## src/rtl/core/hsh_pkg.sv

```systemverilog
// Shared types and constants for the RGB hue shifter.
// Used by the front stage, the divider pipeline, the back stage and the top level.
// No dependencies.
`timescale 1ns / 1ps

package hsh_pkg;

  // Channel and hue formats.
  localparam int CB     = 8;
  localparam int HB     = 16;
  // Hue quotient carries one extra bit for the round-up to a full turn.
  localparam int HQ_W   = HB + 1;
  // Hue dividend: numerator below 6*255 shifted by HQ_W, plus 6*delta.
  localparam int HN_W   = HQ_W + 12;
  // Hue divisor: 12*delta.
  localparam int HD_W   = 12;
  // Saturation dividend and divisor: 2*delta*255 + v and 2*v.
  localparam int SN_W   = 2 * CB + 2;
  localparam int SD_W   = CB + 1;
  // Hue sector numerator, below 6*255.
  localparam int NUM_W  = 11;

  // Register index of the hue offset.
  localparam logic REG_HUE_OFFSET = 1'b0;

  // Which channel holds the maximum.
  typedef enum logic [1:0] {
    MAX_R,
    MAX_G,
    MAX_B
  } max_sel_t;

  // Hue sector after rotation.
  typedef enum logic [2:0] {
    SEC_0,
    SEC_1,
    SEC_2,
    SEC_3,
    SEC_4,
    SEC_5
  } sector_t;

  // Dividend/divisor pairs entering the divider pipeline.
  typedef struct packed {
    logic [HN_W-1:0] hn;
    logic [HD_W-1:0] hd;
    logic [SN_W-1:0] sn;
    logic [SD_W-1:0] sd;
    logic [CB-1:0]   val;
  } div_in_t;

  // Quantized hue, saturation and value of the input pixel.
  typedef struct packed {
    logic [HB-1:0] hue;
    logic [CB-1:0] sat;
    logic [CB-1:0] val;
  } hsv_t;

  // One result item.
  typedef struct packed {
    logic [CB-1:0] red;
    logic [CB-1:0] green;
    logic [CB-1:0] blue;
    logic [HB-1:0] hue;
    logic [CB-1:0] sat;
    logic [CB-1:0] val;
  } pix_t;

endpackage

```

## src/rtl/core/hsh_hsv_front.sv

```systemverilog
// Front stage: max, min and delta of the pixel, and the dividends and divisors
// for the hue and saturation divisions. Depends on hsh_pkg.
`timescale 1ns / 1ps

module hsh_hsv_front (
  input  logic                  clk,
  input  logic                  rst_n,
  input  logic                  en,
  input  logic                  in_valid,
  input  logic [7:0]            red,
  input  logic [7:0]            green,
  input  logic [7:0]            blue,
  output logic                  out_valid,
  output hsh_pkg::div_in_t      div_in
);

  hsh_pkg::max_sel_t          maxsel;
  logic [7:0]                 vmax;
  logic [7:0]                 vmin;
  logic [7:0]                 delta;
  logic [hsh_pkg::NUM_W-1:0]  six_d;
  logic [hsh_pkg::NUM_W-1:0]  num;
  logic [15:0]                d255;
  logic                       valid_r;
  hsh_pkg::div_in_t           div_in_r;
  hsh_pkg::div_in_t           div_in_nxt;

  // Maximum with red, then green winning ties; minimum of all three.
  always_comb begin
    if (red >= green && red >= blue) begin
      maxsel = hsh_pkg::MAX_R;
      vmax   = red;
    end else if (green >= blue) begin
      maxsel = hsh_pkg::MAX_G;
      vmax   = green;
    end else begin
      maxsel = hsh_pkg::MAX_B;
      vmax   = blue;
    end
    vmin = (red < green) ? red : green;
    if (blue < vmin) begin
      vmin = blue;
    end
  end

  assign delta = vmax - vmin;
  assign six_d = {1'b0, delta, 2'b00} + {2'b00, delta, 1'b0};

  // Hue numerator within the sector of the maximum channel.
  always_comb begin
    unique case (maxsel)
      hsh_pkg::MAX_R: begin
        if (green >= blue) begin
          num = {3'b000, green} - {3'b000, blue};
        end else begin
          num = {3'b000, green} + six_d - {3'b000, blue};
        end
      end
      hsh_pkg::MAX_G: num = {3'b000, blue} + {2'b00, delta, 1'b0} - {3'b000, red};
      default:        num = {3'b000, red} + {1'b0, delta, 2'b00} - {3'b000, green};
    endcase
  end

  assign d255 = {delta, 8'h00} - {8'h00, delta};

  // Round-half-up divisions are set up as floor((2n + d) / 2d).
  always_comb begin
    div_in_nxt.hn  = {1'b0, num, {hsh_pkg::HQ_W{1'b0}}}
                     + {{(hsh_pkg::HN_W - hsh_pkg::NUM_W){1'b0}}, six_d};
    div_in_nxt.hd  = (delta == 8'd0) ? hsh_pkg::HD_W'(12) : {six_d, 1'b0};
    div_in_nxt.sn  = {1'b0, d255, 1'b0} + {10'd0, vmax};
    div_in_nxt.sd  = (vmax == 8'd0) ? hsh_pkg::SD_W'(2) : {vmax, 1'b0};
    div_in_nxt.val = vmax;
  end

  always_ff @(posedge clk) begin
    if (!rst_n) begin
      valid_r <= 1'b0;
    end else if (en) begin
      valid_r <= in_valid;
    end
  end

  always_ff @(posedge clk) begin
    if (en) begin
      div_in_r <= div_in_nxt;
    end
  end

  assign out_valid = valid_r;
  assign div_in    = div_in_r;

endmodule

```

## src/rtl/core/hsh_div_pipe.sv

```systemverilog
// Pipelined restoring divider: one quotient bit per stage, hue and saturation
// lanes side by side with the value carried along. Depends on hsh_pkg.
`timescale 1ns / 1ps

module hsh_div_pipe (
  input  logic              clk,
  input  logic              rst_n,
  input  logic              en,
  input  logic              in_valid,
  input  hsh_pkg::div_in_t  div_in,
  output logic              out_valid,
  output hsh_pkg::hsv_t     hsv
);

  localparam int NS  = hsh_pkg::HQ_W;
  localparam int HW  = hsh_pkg::HN_W + hsh_pkg::HQ_W;
  localparam int SW  = hsh_pkg::SN_W + hsh_pkg::HQ_W;

  logic                       vld_r  [NS];
  logic [hsh_pkg::HN_W-1:0]   hrem_r [NS];
  logic [hsh_pkg::HD_W-1:0]   hden_r [NS];
  logic [hsh_pkg::HQ_W-1:0]   hq_r   [NS];
  logic [hsh_pkg::SN_W-1:0]   srem_r [NS];
  logic [hsh_pkg::SD_W-1:0]   sden_r [NS];
  logic [hsh_pkg::HQ_W-1:0]   sq_r   [NS];
  logic [hsh_pkg::CB-1:0]     val_r  [NS];

  for (genvar i = 0; i < NS; i++) begin : g_stage
    localparam int K = NS - 1 - i;

    logic                     vld_in;
    logic [hsh_pkg::HN_W-1:0] hrem_in;
    logic [hsh_pkg::HD_W-1:0] hden_in;
    logic [hsh_pkg::HQ_W-1:0] hq_in;
    logic [hsh_pkg::SN_W-1:0] srem_in;
    logic [hsh_pkg::SD_W-1:0] sden_in;
    logic [hsh_pkg::HQ_W-1:0] sq_in;
    logic [hsh_pkg::CB-1:0]   val_in;
    logic [HW-1:0]            hsh;
    logic [SW-1:0]            ssh;
    logic                     hge;
    logic                     sge;
    logic [hsh_pkg::HQ_W-1:0] hq_nxt;
    logic [hsh_pkg::HQ_W-1:0] sq_nxt;

    // First stage takes the dividends; later stages take the previous stage.
    if (i == 0) begin : g_first
      assign vld_in  = in_valid;
      assign hrem_in = div_in.hn;
      assign hden_in = div_in.hd;
      assign hq_in   = '0;
      assign srem_in = div_in.sn;
      assign sden_in = div_in.sd;
      assign sq_in   = '0;
      assign val_in  = div_in.val;
    end else begin : g_next
      assign vld_in  = vld_r[i-1];
      assign hrem_in = hrem_r[i-1];
      assign hden_in = hden_r[i-1];
      assign hq_in   = hq_r[i-1];
      assign srem_in = srem_r[i-1];
      assign sden_in = sden_r[i-1];
      assign sq_in   = sq_r[i-1];
      assign val_in  = val_r[i-1];
    end

    // Compare the remainder with the divisor shifted to this quotient bit.
    assign hsh = {{(HW - hsh_pkg::HD_W){1'b0}}, hden_in} << K;
    assign ssh = {{(SW - hsh_pkg::SD_W){1'b0}}, sden_in} << K;
    assign hge = {{hsh_pkg::HQ_W{1'b0}}, hrem_in} >= hsh;
    assign sge = {{hsh_pkg::HQ_W{1'b0}}, srem_in} >= ssh;

    always_comb begin
      hq_nxt    = hq_in;
      hq_nxt[K] = hge;
      sq_nxt    = sq_in;
      sq_nxt[K] = sge;
    end

    always_ff @(posedge clk) begin
      if (!rst_n) begin
        vld_r[i] <= 1'b0;
      end else if (en) begin
        vld_r[i] <= vld_in;
      end
    end

    always_ff @(posedge clk) begin
      if (en) begin
        hrem_r[i] <= hge ? hrem_in - hsh[hsh_pkg::HN_W-1:0] : hrem_in;
        srem_r[i] <= sge ? srem_in - ssh[hsh_pkg::SN_W-1:0] : srem_in;
        hden_r[i] <= hden_in;
        sden_r[i] <= sden_in;
        hq_r[i]   <= hq_nxt;
        sq_r[i]   <= sq_nxt;
        val_r[i]  <= val_in;
      end
    end
  end

  // A hue that rounds up to a full turn wraps to zero.
  assign out_valid = vld_r[NS-1];
  assign hsv.hue   = hq_r[NS-1][hsh_pkg::HB-1:0];
  assign hsv.sat   = sq_r[NS-1][hsh_pkg::CB-1:0];
  assign hsv.val   = val_r[NS-1];

endmodule

```

## src/rtl/core/hsh_hsv_back.sv

```systemverilog
// Back stages: hue rotation, sector split and HSV-to-RGB conversion with
// rounding, ending in the output register. Depends on hsh_pkg.
`timescale 1ns / 1ps

module hsh_hsv_back (
  input  logic                  clk,
  input  logic                  rst_n,
  input  logic                  en,
  input  logic                  in_valid,
  input  hsh_pkg::hsv_t         hsv,
  input  logic [15:0]           hue_offset,
  output logic                  out_valid,
  output hsh_pkg::pix_t         pix
);

  // Stage 1: rotated hue, sector, fraction and V*S.
  logic [15:0]       h2;
  logic [18:0]       scaled;
  logic              v1_r;
  hsh_pkg::hsv_t     hsv1_r;
  hsh_pkg::sector_t  sec1_r;
  logic [16:0]       t1_r;
  logic [16:0]       t1_nxt;
  logic [15:0]       vs1_r;

  assign h2     = hsv.hue + hue_offset;
  assign scaled = {3'b000, h2} * 19'd6;
  assign t1_nxt = scaled[16] ? (17'h10000 - {1'b0, scaled[15:0]})
                             : {1'b0, scaled[15:0]};

  always_ff @(posedge clk) begin
    if (en) begin
      hsv1_r <= hsv;
      sec1_r <= hsh_pkg::sector_t'(scaled[18:16]);
      t1_r   <= t1_nxt;
      vs1_r  <= hsv.val * hsv.sat;
    end
  end

  // Stage 2: C*t term and the scaled minimum channel.
  logic              v2_r;
  hsh_pkg::hsv_t     hsv2_r;
  hsh_pkg::sector_t  sec2_r;
  logic [32:0]       p2_r;
  logic [15:0]       m2_r;

  always_ff @(posedge clk) begin
    if (en) begin
      hsv2_r <= hsv1_r;
      sec2_r <= sec1_r;
      p2_r   <= {17'd0, vs1_r} * {16'd0, t1_r};
      m2_r   <= {hsv1_r.val, 8'h00} - {8'h00, hsv1_r.val} - vs1_r;
    end
  end

  // Stage 3: halved rounding dividends, both to be divided by 255.
  logic              v3_r;
  hsh_pkg::hsv_t     hsv3_r;
  hsh_pkg::sector_t  sec3_r;
  logic [33:0]       xsum;
  logic [16:0]       wx3_r;
  logic [16:0]       wm3_r;

  assign xsum = {2'b00, m2_r, 16'h0000} + {1'b0, p2_r} + 34'h7F8000;

  always_ff @(posedge clk) begin
    if (en) begin
      hsv3_r <= hsv2_r;
      sec3_r <= sec2_r;
      wx3_r  <= xsum[32:16];
      wm3_r  <= {1'b0, m2_r} + 17'd127;
    end
  end

  // Stage 4: quotient estimate by 257/65536, low by at most one.
  logic              v4_r;
  hsh_pkg::hsv_t     hsv4_r;
  hsh_pkg::sector_t  sec4_r;
  logic [16:0]       wx4_r;
  logic [16:0]       wm4_r;
  logic [25:0]       px;
  logic [25:0]       pm;
  logic [8:0]        qx4_r;
  logic [8:0]        qm4_r;

  assign px = {9'd0, wx3_r} * 26'd257;
  assign pm = {9'd0, wm3_r} * 26'd257;

  always_ff @(posedge clk) begin
    if (en) begin
      hsv4_r <= hsv3_r;
      sec4_r <= sec3_r;
      wx4_r  <= wx3_r;
      wm4_r  <= wm3_r;
      qx4_r  <= px[24:16];
      qm4_r  <= pm[24:16];
    end
  end

  // Stage 5: correct the estimates, clamp and route channels by sector.
  logic [16:0]       rx;
  logic [16:0]       rm;
  logic [8:0]        qx;
  logic [8:0]        qm;
  logic [7:0]        xv;
  logic [7:0]        mv;
  logic [7:0]        cv;
  logic              v5_r;
  hsh_pkg::pix_t     pix_r;
  hsh_pkg::pix_t     pix_nxt;

  assign rx = wx4_r - ({qx4_r, 8'h00} - {8'h00, qx4_r});
  assign rm = wm4_r - ({qm4_r, 8'h00} - {8'h00, qm4_r});
  assign qx = (rx >= 17'd255) ? qx4_r + 9'd1 : qx4_r;
  assign qm = (rm >= 17'd255) ? qm4_r + 9'd1 : qm4_r;
  assign xv = qx[8] ? 8'hFF : qx[7:0];
  assign mv = qm[8] ? 8'hFF : qm[7:0];
  assign cv = hsv4_r.val;

  always_comb begin
    pix_nxt.hue = hsv4_r.hue;
    pix_nxt.sat = hsv4_r.sat;
    pix_nxt.val = hsv4_r.val;
    unique case (sec4_r)
      hsh_pkg::SEC_0: begin
        pix_nxt.red = cv; pix_nxt.green = xv; pix_nxt.blue = mv;
      end
      hsh_pkg::SEC_1: begin
        pix_nxt.red = xv; pix_nxt.green = cv; pix_nxt.blue = mv;
      end
      hsh_pkg::SEC_2: begin
        pix_nxt.red = mv; pix_nxt.green = cv; pix_nxt.blue = xv;
      end
      hsh_pkg::SEC_3: begin
        pix_nxt.red = mv; pix_nxt.green = xv; pix_nxt.blue = cv;
      end
      hsh_pkg::SEC_4: begin
        pix_nxt.red = xv; pix_nxt.green = mv; pix_nxt.blue = cv;
      end
      default: begin
        pix_nxt.red = cv; pix_nxt.green = mv; pix_nxt.blue = xv;
      end
    endcase
  end

  always_ff @(posedge clk) begin
    if (en) begin
      pix_r <= pix_nxt;
    end
  end

  // Valid bits travel with the data.
  always_ff @(posedge clk) begin
    if (!rst_n) begin
      v1_r <= 1'b0;
      v2_r <= 1'b0;
      v3_r <= 1'b0;
      v4_r <= 1'b0;
      v5_r <= 1'b0;
    end else if (en) begin
      v1_r <= in_valid;
      v2_r <= v1_r;
      v3_r <= v2_r;
      v4_r <= v3_r;
      v5_r <= v4_r;
    end
  end

  assign out_valid = v5_r;
  assign pix       = pix_r;

endmodule

```

## src/rtl/core/rgb_hue_shifter.sv

```systemverilog
// RGB hue shifter: RGB to HSV, hue rotation, HSV back to RGB.
// Top level; instantiates hsh_hsv_front, hsh_div_pipe, hsh_hsv_back; uses hsh_pkg.
//
// Usage: pixels enter on the in_ stream, one item per pixel, and leave on the
// out_ stream carrying the rotated pixel with the input hue, saturation and
// value. The hue offset register at address 0 of the cfg_ port sets the
// rotation in units of 1/65536 turn; write it only while the block is idle.
// From acceptance to out_tvalid an item passes one front stage, 17
// divider stages (one quotient bit per stage for hue and saturation), and five
// back-conversion stages ending in the output register.
// Throughput is one item per cycle while the receiver takes results; every
// stage, the 17-stage divider among them, is fully pipelined.
// When the receiver stalls, the whole pipeline holds and in_tready falls until
// the waiting result is taken; nothing is lost or repeated.
// Reset clears all valid bits and the hue offset to 0.
`timescale 1ns / 1ps

module rgb_hue_shifter (
  input  logic        clk,
  input  logic        rst_n,
  // Input stream.
  input  logic        in_tvalid,
  output logic        in_tready,
  input  logic [23:0] in_tdata,   // red [7:0], green [15:8], blue [23:16]
  // Result stream.
  output logic        out_tvalid,
  input  logic        out_tready,
  output logic [55:0] out_tdata,  // out_red, out_green, out_blue, in_hue[16], in_sat, in_val
  // Configuration port.
  input  logic        cfg_psel,
  input  logic        cfg_penable,
  input  logic        cfg_pwrite,
  input  logic [2:0]  cfg_paddr,
  input  logic [31:0] cfg_pwdata,
  output logic [31:0] cfg_prdata,
  output logic        cfg_pready
);

  logic              en;
  logic              cfg_wr;
  logic [15:0]       hue_offset_r;
  logic [15:0]       hue_offset_nxt;
  logic              f_valid;
  hsh_pkg::div_in_t  f_div;
  logic              d_valid;
  hsh_pkg::hsv_t     d_hsv;
  hsh_pkg::pix_t     pix;

  // The pipeline advances unless a result waits on a stalled receiver.
  assign en        = !out_tvalid || out_tready;
  assign in_tready = en;

  // Configuration register.
  assign cfg_pready = 1'b1;
  assign cfg_wr     = cfg_psel && cfg_penable && cfg_pwrite
                      && (cfg_paddr[2] == hsh_pkg::REG_HUE_OFFSET);
  assign hue_offset_nxt = cfg_wr ? cfg_pwdata[15:0] : hue_offset_r;

  always_ff @(posedge clk) begin
    if (!rst_n) begin
      hue_offset_r <= 16'h0000;
    end else begin
      hue_offset_r <= hue_offset_nxt;
    end
  end

  assign cfg_prdata = (cfg_paddr[2] == hsh_pkg::REG_HUE_OFFSET) ? {16'h0000, hue_offset_r}
                                                                 : 32'h0000_0000;

  hsh_hsv_front u_front (
    .clk       (clk),
    .rst_n     (rst_n),
    .en        (en),
    .in_valid  (in_tvalid),
    .red       (in_tdata[7:0]),
    .green     (in_tdata[15:8]),
    .blue      (in_tdata[23:16]),
    .out_valid (f_valid),
    .div_in    (f_div)
  );

  hsh_div_pipe u_div (
    .clk       (clk),
    .rst_n     (rst_n),
    .en        (en),
    .in_valid  (f_valid),
    .div_in    (f_div),
    .out_valid (d_valid),
    .hsv       (d_hsv)
  );

  hsh_hsv_back u_back (
    .clk        (clk),
    .rst_n      (rst_n),
    .en         (en),
    .in_valid   (d_valid),
    .hsv        (d_hsv),
    .hue_offset (hue_offset_r),
    .out_valid  (out_tvalid),
    .pix        (pix)
  );

  assign out_tdata = {pix.val, pix.sat, pix.hue, pix.blue, pix.green, pix.red};

  // A gray result has every channel equal to the value.
  a_gray_out: assert property (@(posedge clk) disable iff (!rst_n)
    (out_tvalid && out_tdata[47:40] == 8'd0) |->
      (out_tdata[7:0] == out_tdata[55:48] && out_tdata[15:8] == out_tdata[55:48]
       && out_tdata[23:16] == out_tdata[55:48]))
    else $error("gray item has channels unequal to value");

  // No rotated channel exceeds the value of the input pixel.
  a_chan_le_val: assert property (@(posedge clk) disable iff (!rst_n)
    out_tvalid |-> (out_tdata[7:0] <= out_tdata[55:48] && out_tdata[15:8] <= out_tdata[55:48]
                    && out_tdata[23:16] <= out_tdata[55:48]))
    else $error("rotated channel above value");

  // Reset empties the pipeline.
  a_reset_empty: assert property (@(posedge clk) !rst_n |=> !out_tvalid)
    else $error("result valid after reset");

  // A hue offset write reads back on the next cycle.
  a_cfg_readback: assert property (@(posedge clk) disable iff (!rst_n)
    cfg_wr |=> (hue_offset_r == $past(cfg_pwdata[15:0])))
    else $error("hue offset write lost");

endmodule

```

## config.mk

```make
export PLATFORM = sky130hd
export DESIGN_NAME = rgb_hue_shifter
export DESIGN_NICKNAME = d
export VERILOG_FILES = /design/src/rtl/core/hsh_pkg.sv /design/src/rtl/core/hsh_hsv_front.sv /design/src/rtl/core/hsh_div_pipe.sv /design/src/rtl/core/hsh_hsv_back.sv /design/src/rtl/core/rgb_hue_shifter.sv
export SDC_FILE = /design/constraint.sdc
export NUM_CORES = 2
export LEC_CHECK = 0
export BUFFER_PORTS_ARGS = -buffer_cell sky130_fd_sc_hd__buf_2
export CELL_PAD_IN_SITES_DETAIL_PLACEMENT = 0
export CELL_PAD_IN_SITES_GLOBAL_PLACEMENT = 1
export CORE_MARGIN = 3
export CORE_UTILIZATION = 40
export CTS_CLUSTER_SIZE = 40
export DETAILED_ROUTE_END_ITERATION = 12
export GPL_TIMING_DRIVEN = 0
export MAX_ROUTING_LAYER = met4
export PLACE_DENSITY_LB_ADDON = 0.15
export SYNTH_ARGS = -nofsm -noshare
export SYNTH_HDL_FRONTEND = slang
export SYNTH_SLANG_ARGS = --single-unit
```

## constraint.sdc

```tcl
create_clock -name clk -period 60.2 [get_ports clk]
set_clock_uncertainty 0.1 [all_clocks]
set_input_delay 3.01 -clock clk [delete_from_list [all_inputs] [get_ports clk]]
set_output_delay 3.01 -clock clk [all_outputs]
set_load 0.1 [all_outputs]
```

# Word-level counts from Yosys, hierarchy flattened
# Memories as Yosys holds them, arrays and structs flattened. A register that Yosys moved wholly into a read port is not among the register bits.
# Index checks and enable logic that the tools add are counted.
# word_totals
reg_bits,461
mem_count,8
ramBits,1887
word_cells,264
# memory_table
name,words,width,read_ports,rd_clocked_by_memory_dff,write_ports,line,rtl
u_div.hrem_r,17,29,16,0,17,hsh_div_pipe.sv:20,logic [hsh_pkg::HN_W-1:0] hrem_r [NS];
u_div.srem_r,17,18,16,0,17,hsh_div_pipe.sv:23,logic [hsh_pkg::SN_W-1:0] srem_r [NS];
u_div.hq_r,17,17,17,0,17,hsh_div_pipe.sv:22,logic [hsh_pkg::HQ_W-1:0] hq_r [NS];
u_div.sq_r,17,17,17,0,17,hsh_div_pipe.sv:25,logic [hsh_pkg::HQ_W-1:0] sq_r [NS];
u_div.hden_r,17,12,16,0,17,hsh_div_pipe.sv:21,logic [hsh_pkg::HD_W-1:0] hden_r [NS];
u_div.sden_r,17,9,16,0,17,hsh_div_pipe.sv:24,logic [hsh_pkg::SD_W-1:0] sden_r [NS];
2 more memories,n/a,n/a,n/a,n/a,n/a,n/a,
# classes
n_addsub,59
n_lt_le_gt_ge,41
bitwise,18
n_reduce_logical,11
mul,5
eq_ne,5
muxes,71
# op_table
operator,n
29-bit 2-to-1 mux,17
18-bit 2-to-1 mux,17
18-bit subtractor,8
24-bit one-hot mux with 5 select lines,1
17-bit by 9-bit multiplier with 25-bit output (second input constant),2
8-bit 2-to-1 mux,6
17-bit by 8-bit >= comparator with 1-bit output (second input constant),2
17-bit subtractor,2
17-bit by 9-bit subtractor with 17-bit output,2
32-bit by 33-bit adder with 33-bit output,1
33-bit by 23-bit adder with 33-bit output (second input constant),1
16-bit by 17-bit multiplier with 33-bit output,1
11-bit by 8-bit subtractor with 11-bit output,3
16-bit 2-to-1 mux,2
16-bit by 8-bit subtractor with 16-bit output,2
28-bit by 11-bit adder with 29-bit output,1
29-bit by 12-bit >= comparator with 1-bit output,1
29-bit by 13-bit >= comparator with 1-bit output,1
29-bit by 14-bit >= comparator with 1-bit output,1
29-bit by 15-bit >= comparator with 1-bit output,1
29-bit by 16-bit >= comparator with 1-bit output,1
29-bit by 17-bit >= comparator with 1-bit output,1
29-bit by 18-bit >= comparator with 1-bit output,1
29-bit by 19-bit >= comparator with 1-bit output,1
other kinds (85),134

# Longest topological paths before layout
# depth
ltp_word,11
depth_mapped,36
mapped_depth_nobuf,36

# Hierarchy
# A second synthesis with hierarchy kept.
# hier_totals
hier_cells,8322
hier_area_um2,102179.2
# by_module_without_submodules
mod,cells_per_inst,seq_area_each_um2,n_inst,area_each_um2
hsh_div_pipe,4806,42420.7,1,65293.9
hsh_hsv_back,2715,10550.1,1,29160.5
hsh_hsv_front,694,1941.9,1,6811.5
rgb_hue_shifter,107,320.3,1,913.4

# Worst setup path after synthesis
# OpenSTA, ideal clock, no wires.
# synth_timing
path_type,input-to-reg
start,input out_tready
end,"memory u_div.vld_r[0], data pin"
path_buffers,2
t_arrival_ps,53316
t_required_ps,59724
setup_ps,376
path_slack_ps,6408
stages,5
cell_sequence,nor2b_1 -> clkbuf_1 -> inv_1 -> clkbuf_1 -> and3_1
# synth_lines
item,line,rtl
from (decl),rgb_hue_shifter.sv:27,"input logic out_tready,"
to (decl),hsh_div_pipe.sv:19,logic vld_r [NS];

==> flow_summary_export.csv <==
group,metric,value,unit
status,status,"finished, final reports clean",
synth,synth.most_common_cell,"edfxtp_1",
sta,period_share,19.3,%
floorplan,die_area,241000,sq um
clocking,cts_htree_levels,4,
floorplan,start_util,40.3,%
min_path,hp-class,"reg -> reg",
synth,synth_warnings,0,
sta,final.setup.tns,0,ns
synth,synth_edf_count,1717,
synth,ys_ff_latch,1740,
sta,grt_setup_unrepaired,"no",
final_layout,nets,9085,
clocking,post-cts-setup-buffers,0,
synth,async_flop_share,0,%
critical_path,cp_max_fo,11,
detailed_routing,wirelength,195000,microns
clocking,cts_tree,"done",
critical_path,cp_data_arrival_time,12.07,ns
final_layout,num-fill-cells,21100,
clocking,numCtsBuffers,188,
critical_path,worstSetupPathType,"in -> reg",
detailed_routing,wl_per_cell,17.3,microns
critical_path,cp.buffers_inverters,4,
floorplan,ioPinCount,157,
clocking,cts_root_buffer,"clkbuf_16",
critical_path,cp-end-kind,"flop",
synth,synthCells,7660,
sta,drv_slew,0,
clocking,cts_resized,0,
global_routing,grt_pass1_vias,57600,
final_layout,drive_gt1_share,6.76,%
synth,synth_ff_type,"edfxtp_1",
detailed_routing,drc,0,
floorplan,die_h,491,microns
detailed_routing,vias,55900,
sta,min_period,11.62,ns
critical_path,cpMaxStageDelayCell,"xor2_1",
critical_path,crit_top_cell,"ha_1",
global_routing,grt_usage,16.8,%
sta,setup_violations,0,
synth,yosys-top-cells-count,"edfxtp_1 (1717), inv_1 (955), ha_1 (717)",
clocking,clk_pin_slew,0.06,ns
clocking,cts.sinks,1740,
global_routing,grt_pass1_wl,315000,microns
synth,synthDistinctLibCells,95,
synth,syn-cell-area,94100,sq um
sta,max_slew_margin,5.71,%
detailed_routing,ant_nets,0,
global_routing,antenna_found_initial,5,
placed_design,gp_congestion,0.874,
critical_path,cp_top_family,"compound AO/OA/AOI/OAI gates",
global_routing,grt_max_degree,75,
critical_path,startpoint_type,"input port",
synth,synthTopCellsByArea,"edfxtp_1 (55%), ha_1 (9.5%), fa_1 (6.1%), inv_1 (3.8%), xnor2_1 (2.9%)",
synth,postSynthAreaPerCell,12.3,sq um
critical_path,critPathMaxStageDelay,0.81,ns
detailed_routing,drtIter0Drc,2631,
clocking,holdBufCountCts,0,
global_routing,grt.overflow.total,0,
detailed_routing,viasPerCell,4.95,
sta,fmax,86.1,MHz
synth,synth_top_area_cell,"edfxtp_1",
detailed_routing,drtPass1Iterations,5,
flow_run,drv_cap,0,
clocking,clkLatencyLatePin,0.84,ns
sta,finalHoldViolations,0,
synth,synth_seq_area_share,55.3,%
floorplan,core-area,233000,sq um
synth,synth_top_area_share,54.8,%
sta,worst_pin_slew,1.38,ns
floorplan,row_count,177,
critical_path,cp.required,60.65,ns
floorplan,fp.dieW,491,microns
final_layout,synthToLayoutAreaGrowth,12.5,%
placed_design,dp_hpwl,149000,microns
clocking,clockBufferDepth,3,
placed_design,port_buffers,120,
cell usage in the layout, fill, tap and decap left out, types with 35 or more instances in the layout:
cell type | synthesis | routed
edfxtp_1 | 1717 | 1717
clkinv_2 | 0 | 37
nand3_1 | 97 | 97
nand4_1 | 73 | 73
nor4_1 | 99 | 99
and2_1 | 146 | 146
mux2i_1 | 54 | 54
clkinv_1 | 3 | 40
clkbuf_16 | 0 | 188
nand2_1 | 623 | 623
o21ai_0 | 328 | 328
mux2_2 | 48 | 48
buf_2 | 2 | 123
xnor2_1 | 315 | 315
clkbuf_1 | 122 | 151
inv_1 | 955 | 955
o31ai_1 | 52 | 52
or3_1 | 38 | 38
o21bai_1 | 35 | 35
xor2_1 | 166 | 166
nor2b_1 | 110 | 110
and3_1 | 53 | 53
nor2_1 | 422 | 422
fa_1 | 288 | 288
a21o_1 | 134 | 134
a21boi_0 | 116 | 116
a21oi_1 | 294 | 294
nand2b_1 | 79 | 79
ha_1 | 717 | 717
nor3_1 | 118 | 118
per-stage QoR:
stage | std cells | instance area (sq um) | utilization [%] | hold WS (ns) | worst slack (ns)
floorplan | 7675 | 94100 | - | 0.300 | 6.41
global placement | 10900 | 98600 | 42.3 | 0.300 | -15.41
detailed placement | 11000 | 99400 | 42.6 | 0.305 | 47.57
CTS | 11300 | 106000 | 45.4 | 0.294 | 48.49
global route | 11300 | 106000 | 45.4 | 0.306 | 47.91
finish | 11300 | 106000 | 45.4 | 0.303 | 48.58
sequential cells by signal (all words and copies together), names as in the netlist, 56 cells and up:
register	cells
u_div.hrem_r	421
u_div.srem_r	272
u_div.hden_r	160
u_div.hq_r	136
u_div.val_r	136
u_div.sden_r	128
u_front.div_in	64
u_back.pix	56
path summary, 6_finish.rpt:
kind / startpoint / cells past startpoint / slack (ns) / end
max: in_tdata[13] / 33 / 48.58 / u_front.div_in[31]
min: u_div.hq_r[5][30] / 0 / 0.30 / u_div.hq_r[6][13]
max reg2reg: u_back.vs1_r[2] / 24 / 50.97 / u_back.p2_r[31]
min reg2reg: u_div.hq_r[5][30] / 0 / 0.30 / u_div.hq_r[6][13]
worst reg2reg max path: stages (launching register included):
cell,delay [ns]
edfxtp_1,0.68
clkbuf_1,0.73
nand2_1,0.19
fa_1,0.54
inv_1,0.05
fa_1,0.47
inv_1,0.05
fa_1,0.50
inv_1,0.05
fa_1,0.49
inv_1,0.06
fa_1,0.55
inv_1,0.06
fa_1,0.49
ha_1,0.32
a21o_1,0.27
a21o_1,0.27
a21oi_1,0.21
o21ai_0,0.15
a221o_1,0.39
o41ai_1,0.73
o21ai_0,0.38
o41ai_1,0.88
o21bai_1,0.15
xor2_1,0.18
cells by family after synthesis:
family	after synthesis	synth area share, %
muxes	102	1.15
adders and majority gates	1005	15.7
buffers and inverters	1105	4.48
and+or+nand+nor	2025	10.8
DFF	1740	55.3
AOI/OAI and AO/OA	1200	8.15
other	2	0.00798
xor gates and xnor gates	481	4.48
cell type report:
class | count | area (sq um) | share of cell area, %
antenna | 2 | 5.00 | 0.00473
buffer | 146 | 618 | 0.584
clock buffer | 218 | 4820 | 4.55
clock inverter | 134 | 1610 | 1.52
inverter | 959 | 3600 | 3.40
multi-input combinational | 4830 | 37900 | 35.8
sequential | 1740 | 52000 | 49.2
tap | 3132 | 3920 | 3.70
timing repair buffer | 149 | 1350 | 1.28
routing by layer:
metal	up-vias	share of wire (%)	wire length, microns	GRT usage, %
met1	26800	44	85800	20.5
met5	-	0	0	-
met2	850	49	95800	28.3
met4	0	3.6	7140	5.90
met3	395	3.4	6740	2.46
li1	27900	-	-	-
Power is not shown: default switching activity piles up to over one toggle a cycle in this logic, so the estimate is an artifact.
